`src/rtl/hcc_pkg.sv`:
```
// Package for the hex colour command RGB PWM block.
// Holds the transaction payload types, character codes and the hex digit decoder.
// No dependencies; used by hcc_line and hex_color_command_rgb_pwm.
package hcc_pkg;

	// Item kinds carried in the cmd field.
	localparam logic CmdTick = 1'b0;
	localparam logic CmdByte = 1'b1;

	// Characters that steer the command line parser.
	localparam logic [7:0] ChCr  = 8'h0D;
	localparam logic [7:0] ChLf  = 8'h0A;
	localparam logic [7:0] ChXUp = 8'h58;
	localparam logic [7:0] ChXLo = 8'h78;

	// Width of a stored duty as seen on the save port.
	localparam int SaveW = 7;

	typedef struct packed {
		logic       cmd;
		logic [7:0] rx_byte;
	} item_t;

	typedef struct packed {
		logic             red_pin;
		logic             green_pin;
		logic             blue_pin;
		logic             save_valid;
		logic [SaveW-1:0] save_red;
		logic [SaveW-1:0] save_green;
		logic [SaveW-1:0] save_blue;
		logic             user_mode;
	} result_t;

	// Save request and mode produced by the line parser for one item.
	typedef struct packed {
		logic             save_valid;
		logic [SaveW-1:0] save_red;
		logic [SaveW-1:0] save_green;
		logic [SaveW-1:0] save_blue;
		logic             user_mode;
	} line_res_t;

	// Hex digit value of an ASCII character; anything else counts as zero.
	function automatic logic [3:0] hex_nibble(input logic [7:0] c);
		logic [3:0] v;
		v = 4'd0;
		if (c >= 8'h30 && c <= 8'h39) begin
			v = 4'(c - 8'h30);
		end else if (c >= 8'h41 && c <= 8'h46) begin
			v = 4'(c - 8'h37);
		end else if (c >= 8'h61 && c <= 8'h66) begin
			v = 4'(c - 8'h57);
		end
		return v;
	endfunction

endpackage

```
`src/rtl/hex_color_command_rgb_pwm.sv`:
```
// Top level of the hex colour command RGB PWM driver.
// Depends on hcc_pkg, hcc_line and hcc_pwm.
//
// Channel  Direction  Signals                            Payload
// item     in         item_valid, item_stall, item       hcc_pkg::item_t (cmd, rx_byte)
// result   out        result_valid, result_stall, result hcc_pkg::result_t (pins, save, mode)
//
// Each accepted transaction lands in an input register (stage 1). From there one
// pass of short logic (a counter compare, a nibble shift, a constant multiply and
// a divide-by-255 reciprocal) updates the block state and fills the result register.
// The result register and result_valid load from stage 1 when the transaction
// commits, which a held result_stall can delay; one transaction per cycle is
// sustained as long as result_stall stays low.
// Reset clears the counter, duties, pins, line state and both valid flags.
// A held result_stall freezes the result register and then stage 1; item_stall
// rises only when stage 1 is full and cannot move on.
module hex_color_command_rgb_pwm #(
	parameter int PERIOD = 100
) (
	input  logic             clk,
	input  logic             arst_n,
	input  logic             item_valid,
	output logic             item_stall,
	input  hcc_pkg::item_t   item,
	output logic             result_valid,
	input  logic             result_stall,
	output hcc_pkg::result_t result
);

	// The counter must be able to hold PERIOD itself for the wrap compare.
	localparam int CntW = $clog2(PERIOD + 1);

	logic               valid_s1;
	hcc_pkg::item_t     item_s1;
	logic               result_valid_q;
	hcc_pkg::result_t   result_q;

	logic               advance;
	logic               commit;
	logic               tick;
	logic [CntW-1:0]    red_duty;
	logic [CntW-1:0]    green_duty;
	logic [CntW-1:0]    blue_duty;
	logic [2:0]         pins_nx;
	hcc_pkg::line_res_t line_res;
	hcc_pkg::result_t   result_nx;

	// Stage 1 moves into the result register whenever that register is empty or
	// its transaction is being taken in this cycle. The state of the block changes
	// exactly when a stage 1 transaction commits.
	assign advance    = !result_valid_q || !result_stall;
	assign commit     = valid_s1 && advance;
	assign tick       = commit && (item_s1.cmd == hcc_pkg::CmdTick);
	assign item_stall = valid_s1 && !advance;

	always_ff @(posedge clk or negedge arst_n) begin
		if (!arst_n) begin
			valid_s1 <= 1'b0;
		end else if (!item_stall) begin
			valid_s1 <= item_valid;
		end
	end

	always_ff @(posedge clk) begin
		if (item_valid && !item_stall) begin
			item_s1 <= item;
		end
	end

	hcc_line #(
		.PERIOD(PERIOD),
		.CntW  (CntW)
	) u_line (
		.clk       (clk),
		.arst_n    (arst_n),
		.commit    (commit),
		.item      (item_s1),
		.red_duty  (red_duty),
		.green_duty(green_duty),
		.blue_duty (blue_duty),
		.res       (line_res)
	);

	// The PWM timer sees the duties held before this transaction, so a line end
	// only affects the pins from the next tick on.
	hcc_pwm #(
		.PERIOD(PERIOD),
		.CntW  (CntW)
	) u_pwm (
		.clk       (clk),
		.arst_n    (arst_n),
		.tick      (tick),
		.red_duty  (red_duty),
		.green_duty(green_duty),
		.blue_duty (blue_duty),
		.pins_nx   (pins_nx)
	);

	always_comb begin
		result_nx.red_pin    = pins_nx[0];
		result_nx.green_pin  = pins_nx[1];
		result_nx.blue_pin   = pins_nx[2];
		result_nx.save_valid = line_res.save_valid;
		result_nx.save_red   = line_res.save_red;
		result_nx.save_green = line_res.save_green;
		result_nx.save_blue  = line_res.save_blue;
		result_nx.user_mode  = line_res.user_mode;
	end

	always_ff @(posedge clk or negedge arst_n) begin
		if (!arst_n) begin
			result_valid_q <= 1'b0;
		end else if (advance) begin
			result_valid_q <= valid_s1;
		end
	end

	always_ff @(posedge clk) begin
		if (commit) begin
			result_q <= result_nx;
		end
	end

	assign result_valid = result_valid_q;
	assign result       = result_q;

	// A clear line leaves user mode and must request zeros only.
	a_clear_saves_zero: assert property (@(posedge clk) disable iff (!arst_n)
		result_valid && result.save_valid && !result.user_mode
		|-> result.save_red == '0 && result.save_green == '0 && result.save_blue == '0)
		else $error("clear line requested a nonzero save");

	// Every accepted transaction occupies stage 1 in the next cycle.
	a_accept_fills_s1: assert property (@(posedge clk) disable iff (!arst_n)
		item_valid && !item_stall |=> valid_s1)
		else $error("accepted transaction missing from stage 1");

	// A blocked stage 1 keeps its transaction until the result side frees up.
	a_s1_holds: assert property (@(posedge clk) disable iff (!arst_n)
		valid_s1 && !advance |=> valid_s1 && $stable(item_s1))
		else $error("stage 1 transaction lost while blocked");

endmodule

```
`src/rtl/hcc_line.sv`:
```
// Command line parser: collects hex nibbles into a colour and scales it to duties.
// Depends on hcc_pkg for the item and line result types and character codes.
module hcc_line #(
	parameter int PERIOD = 100,
	parameter int CntW   = 7
) (
	input  logic                   clk,
	input  logic                   arst_n,
	input  logic                   commit,
	input  hcc_pkg::item_t         item,
	output logic [CntW-1:0]        red_duty,
	output logic [CntW-1:0]        green_duty,
	output logic [CntW-1:0]        blue_duty,
	output hcc_pkg::line_res_t     res
);

	logic [23:0]     accum_q;
	logic            clear_seen_q;
	logic            nonempty_q;
	logic            user_q;
	logic [CntW-1:0] red_q;
	logic [CntW-1:0] green_q;
	logic [CntW-1:0] blue_q;

	logic            is_byte;
	logic            is_eol;
	logic            is_x;
	logic            line_end;
	logic            set_colour;
	logic [CntW-1:0] red_new;
	logic [CntW-1:0] green_new;
	logic [CntW-1:0] blue_new;
	logic            user_nx;

	// Scales one colour byte by PERIOD/255, truncating. x/255 for a 16-bit x is
	// (x + x/256 + 1)/256, which is exact for every x up to 65534.
	function automatic logic [CntW-1:0] scale_byte(input logic [7:0] b);
		logic [15:0] prod;
		logic [16:0] t;
		prod = 16'(b) * 16'(PERIOD);
		t    = 17'(prod) + 17'(prod[15:8]) + 17'd1;
		return CntW'(t[15:8]);
	endfunction

	always_comb begin
		is_byte    = (item.cmd == hcc_pkg::CmdByte);
		is_eol     = (item.rx_byte == hcc_pkg::ChCr) || (item.rx_byte == hcc_pkg::ChLf);
		is_x       = (item.rx_byte == hcc_pkg::ChXUp) || (item.rx_byte == hcc_pkg::ChXLo);
		line_end   = is_byte && is_eol && nonempty_q;
		set_colour = line_end && !clear_seen_q;
		red_new    = scale_byte(accum_q[23:16]);
		green_new  = scale_byte(accum_q[15:8]);
		blue_new   = scale_byte(accum_q[7:0]);

		user_nx = user_q;
		if (line_end) begin
			user_nx = !clear_seen_q;
		end

		res.save_valid = line_end;
		res.save_red   = set_colour ? hcc_pkg::SaveW'(red_new)   : '0;
		res.save_green = set_colour ? hcc_pkg::SaveW'(green_new) : '0;
		res.save_blue  = set_colour ? hcc_pkg::SaveW'(blue_new)  : '0;
		res.user_mode  = user_nx;
	end

	always_ff @(posedge clk or negedge arst_n) begin
		if (!arst_n) begin
			accum_q      <= '0;
			clear_seen_q <= 1'b0;
			nonempty_q   <= 1'b0;
			user_q       <= 1'b0;
			red_q        <= '0;
			green_q      <= '0;
			blue_q       <= '0;
		end else if (commit && is_byte) begin
			if (is_eol) begin
				if (nonempty_q) begin
					if (!clear_seen_q) begin
						red_q   <= red_new;
						green_q <= green_new;
						blue_q  <= blue_new;
					end
					user_q       <= user_nx;
					accum_q      <= '0;
					clear_seen_q <= 1'b0;
					nonempty_q   <= 1'b0;
				end
			end else begin
				nonempty_q <= 1'b1;
				if (is_x) begin
					clear_seen_q <= 1'b1;
				end else begin
					accum_q <= {accum_q[19:0], hcc_pkg::hex_nibble(item.rx_byte)};
				end
			end
		end
	end

	assign red_duty   = red_q;
	assign green_duty = green_q;
	assign blue_duty  = blue_q;

endmodule

```
`src/rtl/hcc_pwm.sv`:
```
// Three-channel PWM timer: period counter and pin levels, advanced once per tick.
// Depends on no package; duties come from the line parser.
module hcc_pwm #(
	parameter int PERIOD = 100,
	parameter int CntW   = 7
) (
	input  logic            clk,
	input  logic            arst_n,
	input  logic            tick,
	input  logic [CntW-1:0] red_duty,
	input  logic [CntW-1:0] green_duty,
	input  logic [CntW-1:0] blue_duty,
	output logic [2:0]      pins_nx
);

	logic [CntW-1:0] cnt_q;
	logic [2:0]      pins_q;
	logic [CntW-1:0] cnt_inc;
	logic            wrap;
	logic [CntW-1:0] cnt_nx;

	// Pin bit 0 is red, bit 1 green, bit 2 blue.
	always_comb begin
		cnt_inc = cnt_q + CntW'(1);
		wrap    = (cnt_inc >= CntW'(PERIOD));
		cnt_nx  = wrap ? '0 : cnt_inc;
		pins_nx = pins_q;
		if (tick) begin
			if (cnt_inc >= red_duty)   pins_nx[0] = 1'b0;
			if (cnt_inc >= green_duty) pins_nx[1] = 1'b0;
			if (cnt_inc >= blue_duty)  pins_nx[2] = 1'b0;
			if (wrap) begin
				if (red_duty != '0)   pins_nx[0] = 1'b1;
				if (green_duty != '0) pins_nx[1] = 1'b1;
				if (blue_duty != '0)  pins_nx[2] = 1'b1;
			end
		end
	end

	always_ff @(posedge clk or negedge arst_n) begin
		if (!arst_n) begin
			cnt_q  <= '0;
			pins_q <= '0;
		end else if (tick) begin
			cnt_q  <= cnt_nx;
			pins_q <= pins_nx;
		end
	end

endmodule
```
`config.mk`:
```
export PLATFORM = sky130hd
export DESIGN_NAME = hex_color_command_rgb_pwm
export DESIGN_NICKNAME = d
export VERILOG_FILES = /design/src/rtl/hcc_pkg.sv /design/src/rtl/hex_color_command_rgb_pwm.sv /design/src/rtl/hcc_line.sv /design/src/rtl/hcc_pwm.sv
export SDC_FILE = /design/constraint.sdc
export NUM_CORES = 1
export LEC_CHECK = 0
export BUFFER_PORTS_ARGS = -buffer_cell sky130_fd_sc_hd__buf_4
export CORE_MARGIN = 2
export CORE_UTILIZATION = 45
export CTS_CLUSTER_SIZE = 8
export DETAILED_ROUTE_END_ITERATION = 7
export PLACE_DENSITY = 0.7
export SETUP_SLACK_MARGIN = 0.2
export SYNTH_ARGS = -nofsm -noshare
export SYNTH_HDL_FRONTEND = slang
export SYNTH_SLANG_ARGS = --single-unit
export TNS_END_PERCENT = 20
```
`constraint.sdc`:
```
create_clock -name clk -period 5.8 [get_ports clk]
set_clock_uncertainty 0.1 [all_clocks]
set_input_delay 0.29 -clock clk [delete_from_list [all_inputs] [get_ports clk]]
set_output_delay 0.29 -clock clk [all_outputs]
set_load 0.02 [all_outputs]
```
== Word level (Yosys, flattened, before mapping) ==
Cells that the tools add are included.

* Bits in registers: 95
* Input port bits: 13
* Output and inout port bits: 28
* Word-level logic and storage cells: 99

* Add/sub/neg operators: 10
* Multiply operators: 3
* Order comparisons: 10
* Eq/ne operators: 6
* Muxes and demuxes: 20
* Bitwise gates (word level): 2
* Reductions and logical operators: 27

{| class="wikitable"
|+ Operators by type and width
! cell !! count
|-
| 24-bit two-way mux || 3
|-
| 15-bit by 1-bit adder with 15-bit output (second input constant) || 3
|-
| 15-bit by 7-bit adder with 15-bit output || 3
|-
| 8-bit by 5-bit multiplier with 13-bit output (second input constant) || 3
|-
| 7-bit greater-or-equal comparator || 3
|-
| 7-bit nonzero test || 3
|-
| 8-bit by 4-bit equality test with 1-bit output (second input constant) || 2
|-
| 8-bit by 7-bit equality test with 1-bit output (second input constant) || 2
|-
| 8-bit by 7-bit greater-or-equal comparator with 1-bit output (second input constant) || 2
|-
| 8-bit by 7-bit <= comparator with 1-bit output (second input constant) || 2
|-
| 4-bit two-way mux || 3
|-
| 1-bit logical AND || 11
|-
| 1-bit two-way mux || 11
|-
| 3-bit AND reduction || 3
|-
| 8-bit by 6-bit greater-or-equal comparator with 1-bit output (second input constant) || 1
|-
| 8-bit by 6-bit <= comparator with 1-bit output (second input constant) || 1
|-
| 4-bit by 3-bit subtractor with 4-bit output (second input constant) || 2
|-
| 7-bit by 1-bit adder with 7-bit output (second input constant) || 1
|-
| 7-bit greater-or-equal comparator (second input constant) || 1
|-
| 7-bit two-way mux || 1
|-
| 3-bit two-way mux || 2
|-
| 1-bit zero test || 5
|-
| 2-bit by 1-bit != test with 1-bit output (second input constant) || 2
|-
| 4-bit AND reduction || 1
|-
| 4 further kinds || 7
|}

== Longest topological paths before layout ==
Gate-level depths: netlist of run 1.

* Depth in word-level cells: 7
* Depth in mapped cells: 20
* Gate-level depth less buffers: 20

== Cells and area by module ==
From an unflattened synthesis of run 1, not the netlist that was laid out.

* Cells, all modules: 717
* Area total of the unflattened synthesis: 7320.8 µm²

{| class="wikitable"
|+ By module, submodules not included
! module !! times used !! cells each !! area each (µm²) !! seq. area each (µm²)
|-
| hcc_line || 1 || 526 || 4971.0 || 1201.2
|-
| hcc_pwm || 1 || 145 || 1196.1 || 250.2
|-
| hex_color_command_rgb_pwm || 1 || 46 || 1153.6 || 1101.1
|}

== Worst setup path after synthesis of run 1 ==
No wires, ideal clock.

* Path kind: register to register
* Start: register u_line.accum_q[19]
* End: register result_q (netlist bit result[21]), data pin
* Setup time: 0.266 ns
* Data arrival time: 4.233 ns
* Required time: 5.434 ns
* Slack: 1.201 ns
* Stages on the path, launching flop included: 20
* Path buffers: 0
* Period minus slack after synthesis: 4.599 ns
* Cells stage by stage: dfrtp_1 ha_1 ha_1 inv_1 fa_1 inv_1 ha_1 a21o_1 a21oi_1 nand2_1 xor2_1 ha_1 nor4_1 a32o_1 a211oi_2 a31o_1 a311oi_2 nor3_1 xnor2_1 nor2_1

* Word-level cells in the longest chain between the ends: 3

{| class="wikitable"
|+ Ends and longest elaborated chain
! element !! line !! text
|-
| start, declared || hcc_line.sv:17 || <nowiki>logic [23:0] accum_q;</nowiki>
|-
| start signal, assigned || hcc_line.sv:94 || <nowiki>accum_q <= {accum_q[19:0], hcc_pkg::hex_nibble(item.rx_byte)};</nowiki>
|-
| 8-bit by 5-bit multiplier with 13-bit output || hcc_line.sv:40 || <nowiki>prod = 16'(b) * 16'(PERIOD);</nowiki>
|-
| 15-bit by 7-bit adder with 15-bit output || hcc_line.sv:41 || <nowiki>t = 17'(prod) + 17'(prod[15:8]) + 17'd1;</nowiki>
|-
| 15-bit by 1-bit adder with 15-bit output || hcc_line.sv:41 ||
|-
| end signal, assigned || hex_color_command_rgb_pwm.sv:120 || <nowiki>result_q <= result_nx;</nowiki>
|-
| end, declared || hex_color_command_rgb_pwm.sv:36 || <nowiki>hcc_pkg::result_t result_q;</nowiki>
|}

Every way passes these cells.
A chain may end at the register's enable or synchronous reset.

== Worst setup path in the final report of run 1 ==
* Start: register u_line.accum_q[19]
* End: register result_q (netlist bit result[18]), data pin

The elaborated chain is that of the path after synthesis.

==> results of run 1 <==
==> through the flow <==
stage                      util  setup slack [ns]  std cells
final                     0.504             0.731        998
after global routing      0.504             0.323        998
after CTS                 0.504             0.711        998
after detailed placement  0.487             0.737        981
after global placement    0.487             0.880        981
after floorplan               -              1.20        743
==> cell families after synthesis <==
logic type	Yosys count	share of synthesized area
and+or+nand+nor	222	0.143
AOI/OAI and AO/OA	167	0.150
DFF	95	0.357
muxes	7	0.0103
adders and majority gates	134	0.244
xor gates and xnor gates	46	0.0575
buffers and inverters	72	0.0380
==> registers in the layout (all words and copies together) (netlist names), 3 cells and up <==
name	flops
item_s1	9
result	26
u_line.accum_q	24
u_line.blue_duty	7
u_line.green_duty	7
u_line.red_duty	7
u_pwm.cnt_q	7
u_pwm.pins_q	3
==> cells in the mapped netlist, types with 3 or more instances <==
library cell	n
a31oi_1	3
nor3_1	4
nor2_1	40
and3_1	3
nand2_1	112
dfrtp_1	60
a21oi_1	23
xor2_1	16
nand4_1	5
o211ai_1	4
fa_1	9
ha_1	124
xnor2_1	29
edfxtp_1	35
clkbuf_1	18
mux2i_1	4
o21bai_1	5
inv_1	52
o21a_1	6
a211oi_1	4
nand2b_1	10
nor3b_1	5
and2_1	5
o21ai_0	68
nor2b_1	8
a21o_1	22
o21ai_1	6
nand3_1	11
nor4_1	7
==> layout make-up <==
type	count	area share
flip-flops and latches	95	0.322
repair buffers	43	0.0410
clock inverters	4	0.00284
multi-input cells	576	0.545
clock buffers	12	0.0298
inverters	52	0.0246
well taps	216	0.0341
==> power groups by stage <==
stage | registers, mW | logic, mW | clock network (mW)
6_report | 0.820 | 0.649 | 0.538
5_1_grt | 0.829 | 0.751 | 0.577
4_1_cts | 0.820 | 0.652 | 0.552
3_5_place_dp | 0.833 | 0.644 | 0
3_3_place_gp | 0.830 | 0.625 | 0
2_1_floorplan | 0.812 | 0.492 | 0
==> worst min path at each step <==
stage,startpoint,to,cells after the start
floorplan,arst_n,result_valid,0
global placement,arst_n,u_line.red_duty[5],1
detailed placement,arst_n,u_line.red_duty[5],1
CTS,item[5],item_s1[5],1
global route,item[2],item_s1[2],1
finish,item[5],item_s1[5],1
==> critical path, delay by kind of cell, from the launching register on <==
kind	cells	cell delay (ns)
buffers and inverters	2	0.09
XOR/XNOR	2	0.48
AO/OA/AOI/OAI	6	1.23
adder cells (fa/ha/maj)	5	1.85
flip-flops	1	0.44
AND/OR/NAND/NOR	4	0.62
==> metal layers <==
metal  GRT usage  wire length, um  vias up
met1       0.236             6780     2514
li1            -                -     2704
met4      0.0626              312        0
met2       0.323             6970      103
met5           0                0        -
met3      0.0271              423       25
==> results.tsv, run 1 <==
stage	metric	value	unit
timing	fmax	197	MHz
power	P_leak	3.86	nW
route	wirelength, routed	14500	um
route	Vias/cell	5.36	
synthesis	Synth Instances	743	
finish	fill count	1456	
global_route	first-pass GRT wire length	24900	um
global_route	largest net degree at the start of global routing	61	
global_route	initial antenna violation count	0	
worst_setup_path	Worst Setup EP	result[18]	
hold_path	Worst Hold Class	in -> reg	
floorplanning	site row count	46	
synthesis	Synth async-reset ratio	0.632	
finish	number of inserted diodes	0	
clock_tree	CTS Root Cell	clkbuf_16	
power	Comb power frac	0.323	
worst_setup_path	Worst Setup SP	u_line.accum_q[19]	
power	Peak supply drop	0.137	mV
worst_setup_path	worst reg2reg startpoint	u_line.accum_q[19]	
route	antenna-violating nets left	0	
power	Int Pwr	1.33	mW
timing	Final Hold Viols	0	
worst_setup_path	slowest stage cell, crit path	fa_1	
power	switching power	0.676	mW
worst_setup_path	Crit. End Element	flip-flop	
power	clock share of power	0.268	
clock_tree	clock latency on the worst-skew pair	0.34	ns
worst_setup_path	r2r endpoint	result[18]	
route	initial detailed-routing violation count	254	
clock_tree	H-tree levels	3	
synthesis	syn_nets	889	
worst_setup_path	Crit Path Max Fanout	7	
run	maxcap violations	0	
timing	Fin Hold WS	0.0192	ns
timing	Worst Tran Pin Value	1.06	ns
clock_tree	# hold bufs at CTS	1	
synthesis	most area-consuming cells after synthesis	ha_1 22%, dfrtp_1 21%, edfxtp_1 15%	
finish	commonest non-fill, non-tap cell in the layout	ha_1	
timing	final period utilization	0.874	
worst_setup_path	Req. time, crit path	5.77	ns
timing	Final setup viols	0	
clock_tree	TritonCTS buffer count	9	
worst_setup_path	CP max stage delay	0.50	ns
worst_setup_path	flop2flop setup slack	0.73	ns
worst_setup_path	crit start category	flip-flop	
synthesis	Yosys top cell area share	0.217	
clock_tree	CTS resizes	0	
floorplanning	core region area	15700	um^2
worst_setup_path	Crit Path Category	reg -> reg	
route	Avg WL per Cell	14.5	um
floorplanning	chip width	130	um
finish	fin area	7930	um^2
floorplanning	DIE AREA	16900	um^2
synthesis	main flop type after synthesis	dfrtp_1	
floorplanning	Die Ht	130	um
placement	dpl hpwl	11100	um
worst_setup_path	Crit path top cell by count	ha_1	
route	DR DRC count	0	
finish	multi-input logic area	4320	um^2
placement	Port Buf Inserts	40	
floorplanning	io pins	41	
timing	shortest period the worst path allows	5.07	ns
synthesis	Avg Cell Area, Syn	9.61	um^2
finish	Storage cell area	2550	um^2
route	drt pass-1 iters	4	
synthesis	Synth warnings	0	
clock_tree	setup bufs post-CTS	0	
placement	Final Wtd Congestion	0.864	
power	part of the power in registers	0.409	
clock_tree	Clock Path Buffers	2	
global_route	Overflow after GRT	0	
timing	RSZ-0062 raised after global routing	no	
finish	share of layout cells above drive strength 1	0.0831	
synthesis	register area share after synthesis	0.357	
worst_setup_path	worst reg-to-reg path cell count	19	
power	sw frac	0.337	
synthesis	synthesized area	7140	um^2
route	DR vias	5346	
run_status	status	complete, no violations	
global_route	Tot GR Track Use	0.185	
clock_tree	CTS tree	yes	
power	total power	2.01	mW
timing	Slew headroom	0.292	
synthesis	FF+latch count, synth	95	
synthesis	Post-synth EDFFs	35	
worst_setup_path	Critical Path AT	5.04	ns
finish	area grow syn2layout	10.9	%
placement	cell area after placement	7660	um^2
synthesis	Unique masters post-synth	63	
finish	most frequent cells in the layout	124 x ha_1, 112 x nand2_1, 68 x o21ai_0	
clock_tree	Sink Count	95	
global_route	vias in the first global route	5271	
finish	Nets	923	
worst_setup_path	sequence of cells on the critical path	ha_1, ha_1, inv_1, fa_1, inv_1, ha_1, a21o_1, a21oi_1, nand2_1, xor2_1, ha_1, nor4_1, a32o_1, a211oi_2, a31o_1, a311oi_2, nor4_1, xnor2_1, nor2_1	
floorplanning	Starting Density	0.455	
synthesis	cell taking the most area after synthesis	ha_1	
timing	Final TNS setup	0	ns
clock_tree	clk slew on worst S/H paths	0.06	ns
timing	final slew viol count	0	
power	PD cells	253	nW/um^2
Power figures use the tool's default switching activity.
==> run 2: changes to the inputs <==
--- a/config.mk
+++ b/config.mk
@@ -6,6 +6,7 @@
 export NUM_CORES = 1
 export LEC_CHECK = 0
 export BUFFER_PORTS_ARGS = -buffer_cell sky130_fd_sc_hd__buf_4
+export CORE_ASPECT_RATIO = 1.2
 export CORE_MARGIN = 2
 export CORE_UTILIZATION = 45
 export CTS_CLUSTER_SIZE = 8
==> run 2 against run 1 <==
- sequential cell count unchanged
- first-iteration DRC count up 18%
- setup slack better by 0.031 ns
- register-to-register slack better by 0.03 ns
- highest routed layer unchanged
- global-route usage down 0.84 points
- critical path type unchanged
- sequential power about the same
- design area up 1.3%
- total power up 2.8%
- sequential share of layout area down 0.43 points
- combinational power down 0.9%
==> results.tsv, run 2 (synthesis gave the netlist of run 1 again) <==
stage	metric	value	unit
timing	Final Hold Viols	0	
placement	Final Wtd Congestion	0.888	
worst_setup_path	Crit Path Category	reg -> reg	
power	PD cells	257	nW/um^2
worst_setup_path	CP max stage delay	0.49	ns
global_route	Overflow after GRT	0	
floorplanning	core region area	15600	um^2
clock_tree	Sink Count	95	
floorplanning	DIE AREA	16900	um^2
worst_setup_path	Critical Path AT	5.02	ns
timing	fmax	199	MHz
clock_tree	# hold bufs at CTS	9	
finish	max reg flops	26	
floorplanning	Starting Density	0.459	
worst_setup_path	sequence of cells on the critical path	ha_1, ha_1, inv_1, fa_1, inv_1, ha_1, a21o_1, a21oi_1, nand2_1, xor2_1, ha_1, nor4b_1, a211oi_2, a31o_1, a311oi_2, nor3_1, xnor2_1, nor2_1	
route	drt pass-1 iters	4	
floorplanning	chip width	119	um
clock_tree	Clock Path Buffers	2	
route	Vias/cell	5.31	
route	DR vias	5296	
global_route	Tot GR Track Use	0.177	
clock_tree	CTS Root Cell	clkbuf_16	
timing	Slew headroom	0.235	
finish	fill count	1415	
floorplanning	site row count	50	
timing	Final setup viols	0	
finish	Nets	931	
route	wirelength, routed	14200	um
finish	multi-input logic area	4320	um^2
route	initial detailed-routing violation count	299	
power	Peak supply drop	0.153	mV
clock_tree	CTS tree	yes	
power	P_leak	3.92	nW
floorplanning	io pins	41	
global_route	initial antenna violation count	0	
route	antenna-violating nets left	0	
clock_tree	CTS resizes	0	
clock_tree	clk slew on worst S/H paths	0.07	ns
worst_setup_path	crit start category	flip-flop	
worst_setup_path	Crit path top cell by count	ha_1	
timing	shortest period the worst path allows	5.04	ns
finish	number of inserted diodes	0	
global_route	vias in the first global route	5117	
finish	Storage cell area	2550	um^2
run	maxcap violations	0	
worst_setup_path	CP bufs+invs	2	
route	DR DRC count	0	
placement	cell area after placement	7650	um^2
worst_setup_path	slowest stage cell, crit path	fa_1	
placement	Port Buf Inserts	40	
route	Avg WL per Cell	14.2	um
finish	area grow syn2layout	12.4	%
run_status	status	complete, no violations	
finish	share of layout cells above drive strength 1	0.0848	
clock_tree	clock latency on the worst-skew pair	0.36	ns
floorplanning	Die Ht	142	um
worst_setup_path	Crit Path Max Fanout	7	
timing	final period utilization	0.869	
finish	commonest non-fill, non-tap cell in the layout	ha_1	
global_route	first-pass GRT wire length	23800	um
finish	fin area	8030	um^2
clock_tree	TritonCTS buffer count	9	
worst_setup_path	Top delay family on crit path	adder cells	
worst_setup_path	Crit. End Element	flip-flop	
timing	final slew viol count	0	
hold_path	Worst Hold Class	in -> reg	
timing	Final TNS setup	0	ns
clock_tree	H-tree levels	3	
finish	most frequent cells in the layout	124 x ha_1, 112 x nand2_1, 68 x o21ai_0	
timing	Worst Tran Pin Value	1.14	ns
clock_tree	setup bufs post-CTS	0	
placement	dpl hpwl	10800	um
worst_setup_path	Req. time, crit path	5.78	ns
timing	RSZ-0062 raised after global routing	no	
global_route	largest net degree at the start of global routing	61	
-- run 2: cell types whose count changed in the layout (fill, tap and decap cells not counted), sizes merged --
cell	previous run	this run
dlygate4sd3	1	9
clkinvlp	1	0
clkinv	3	4
inv	52	54
clkbuf	12	9
bufinv	0	1
-- run 2: layout make-up --
class	instances	share of cell area
Inverter	52	0.0243
Multi-Input combinational cell	576	0.538
Timing Repair Buffer	51	0.0505
Tap cell	208	0.0324
Sequential cell	95	0.318
Clock buffer	9	0.0280
Clock inverter	7	0.00872
-- run 2: report_power, final --
group / switching (mW) / total (mW) / internal (mW)
clock network: 0.266 / 0.601 / 0.335
logic: 0.349 / 0.643 / 0.294
registers: 0.0701 / 0.818 / 0.748
total: 0.685 / 2.06 / 1.38
-- run 2: final timing paths --
| kind | startpoint | to | slack (ns) | cells after the start |
|---|---|---|---|---|
| hold / removal | item[8] | item_s1[8] | 0.02 | 1 |
| hold reg to reg | u_line.user_q | u_line.user_q | 0.38 | 2 |
| min in group asynchronous | arst_n | u_line.red_duty[5] | 0.45 | 2 |
| setup reg to reg | u_line.accum_q[19] | result[21] | 0.76 | 18 |
| setup / recovery | u_line.accum_q[19] | result[21] | 0.76 | 18 |
| max in group asynchronous | arst_n | u_line.accum_q[23] | 4.60 | 2 |
-- run 2: through the flow --
| stage | power, mW | utilization | worst slack, ns | hold slack [ns] | std cells |
|---|---|---|---|---|---|
| floorplan | 1.30 | - | 1.20 | -0.106 | 743 |
| global placement | 1.46 | 0.491 | 0.872 | 0.339 | 973 |
| detailed placement | 1.47 | 0.491 | 0.821 | 0.337 | 973 |
| CTS | 2.08 | 0.516 | 0.785 | 0.0114 | 998 |
| global route | 2.21 | 0.516 | 0.336 | 0.00672 | 998 |
| finish | 2.06 | 0.516 | 0.762 | 0.0203 | 998 |
-- run 2: routing by layer --
layer / track usage / routed length, um / vias to the layer above
met3: 0.0413 / 398 / 26
met2: 0.307 / 6910 / 78
li1: - / - / 2720
met5: 0 / 0 / -
met1: 0.216 / 6510 / 2472
met4: 0.0614 / 347 / 0
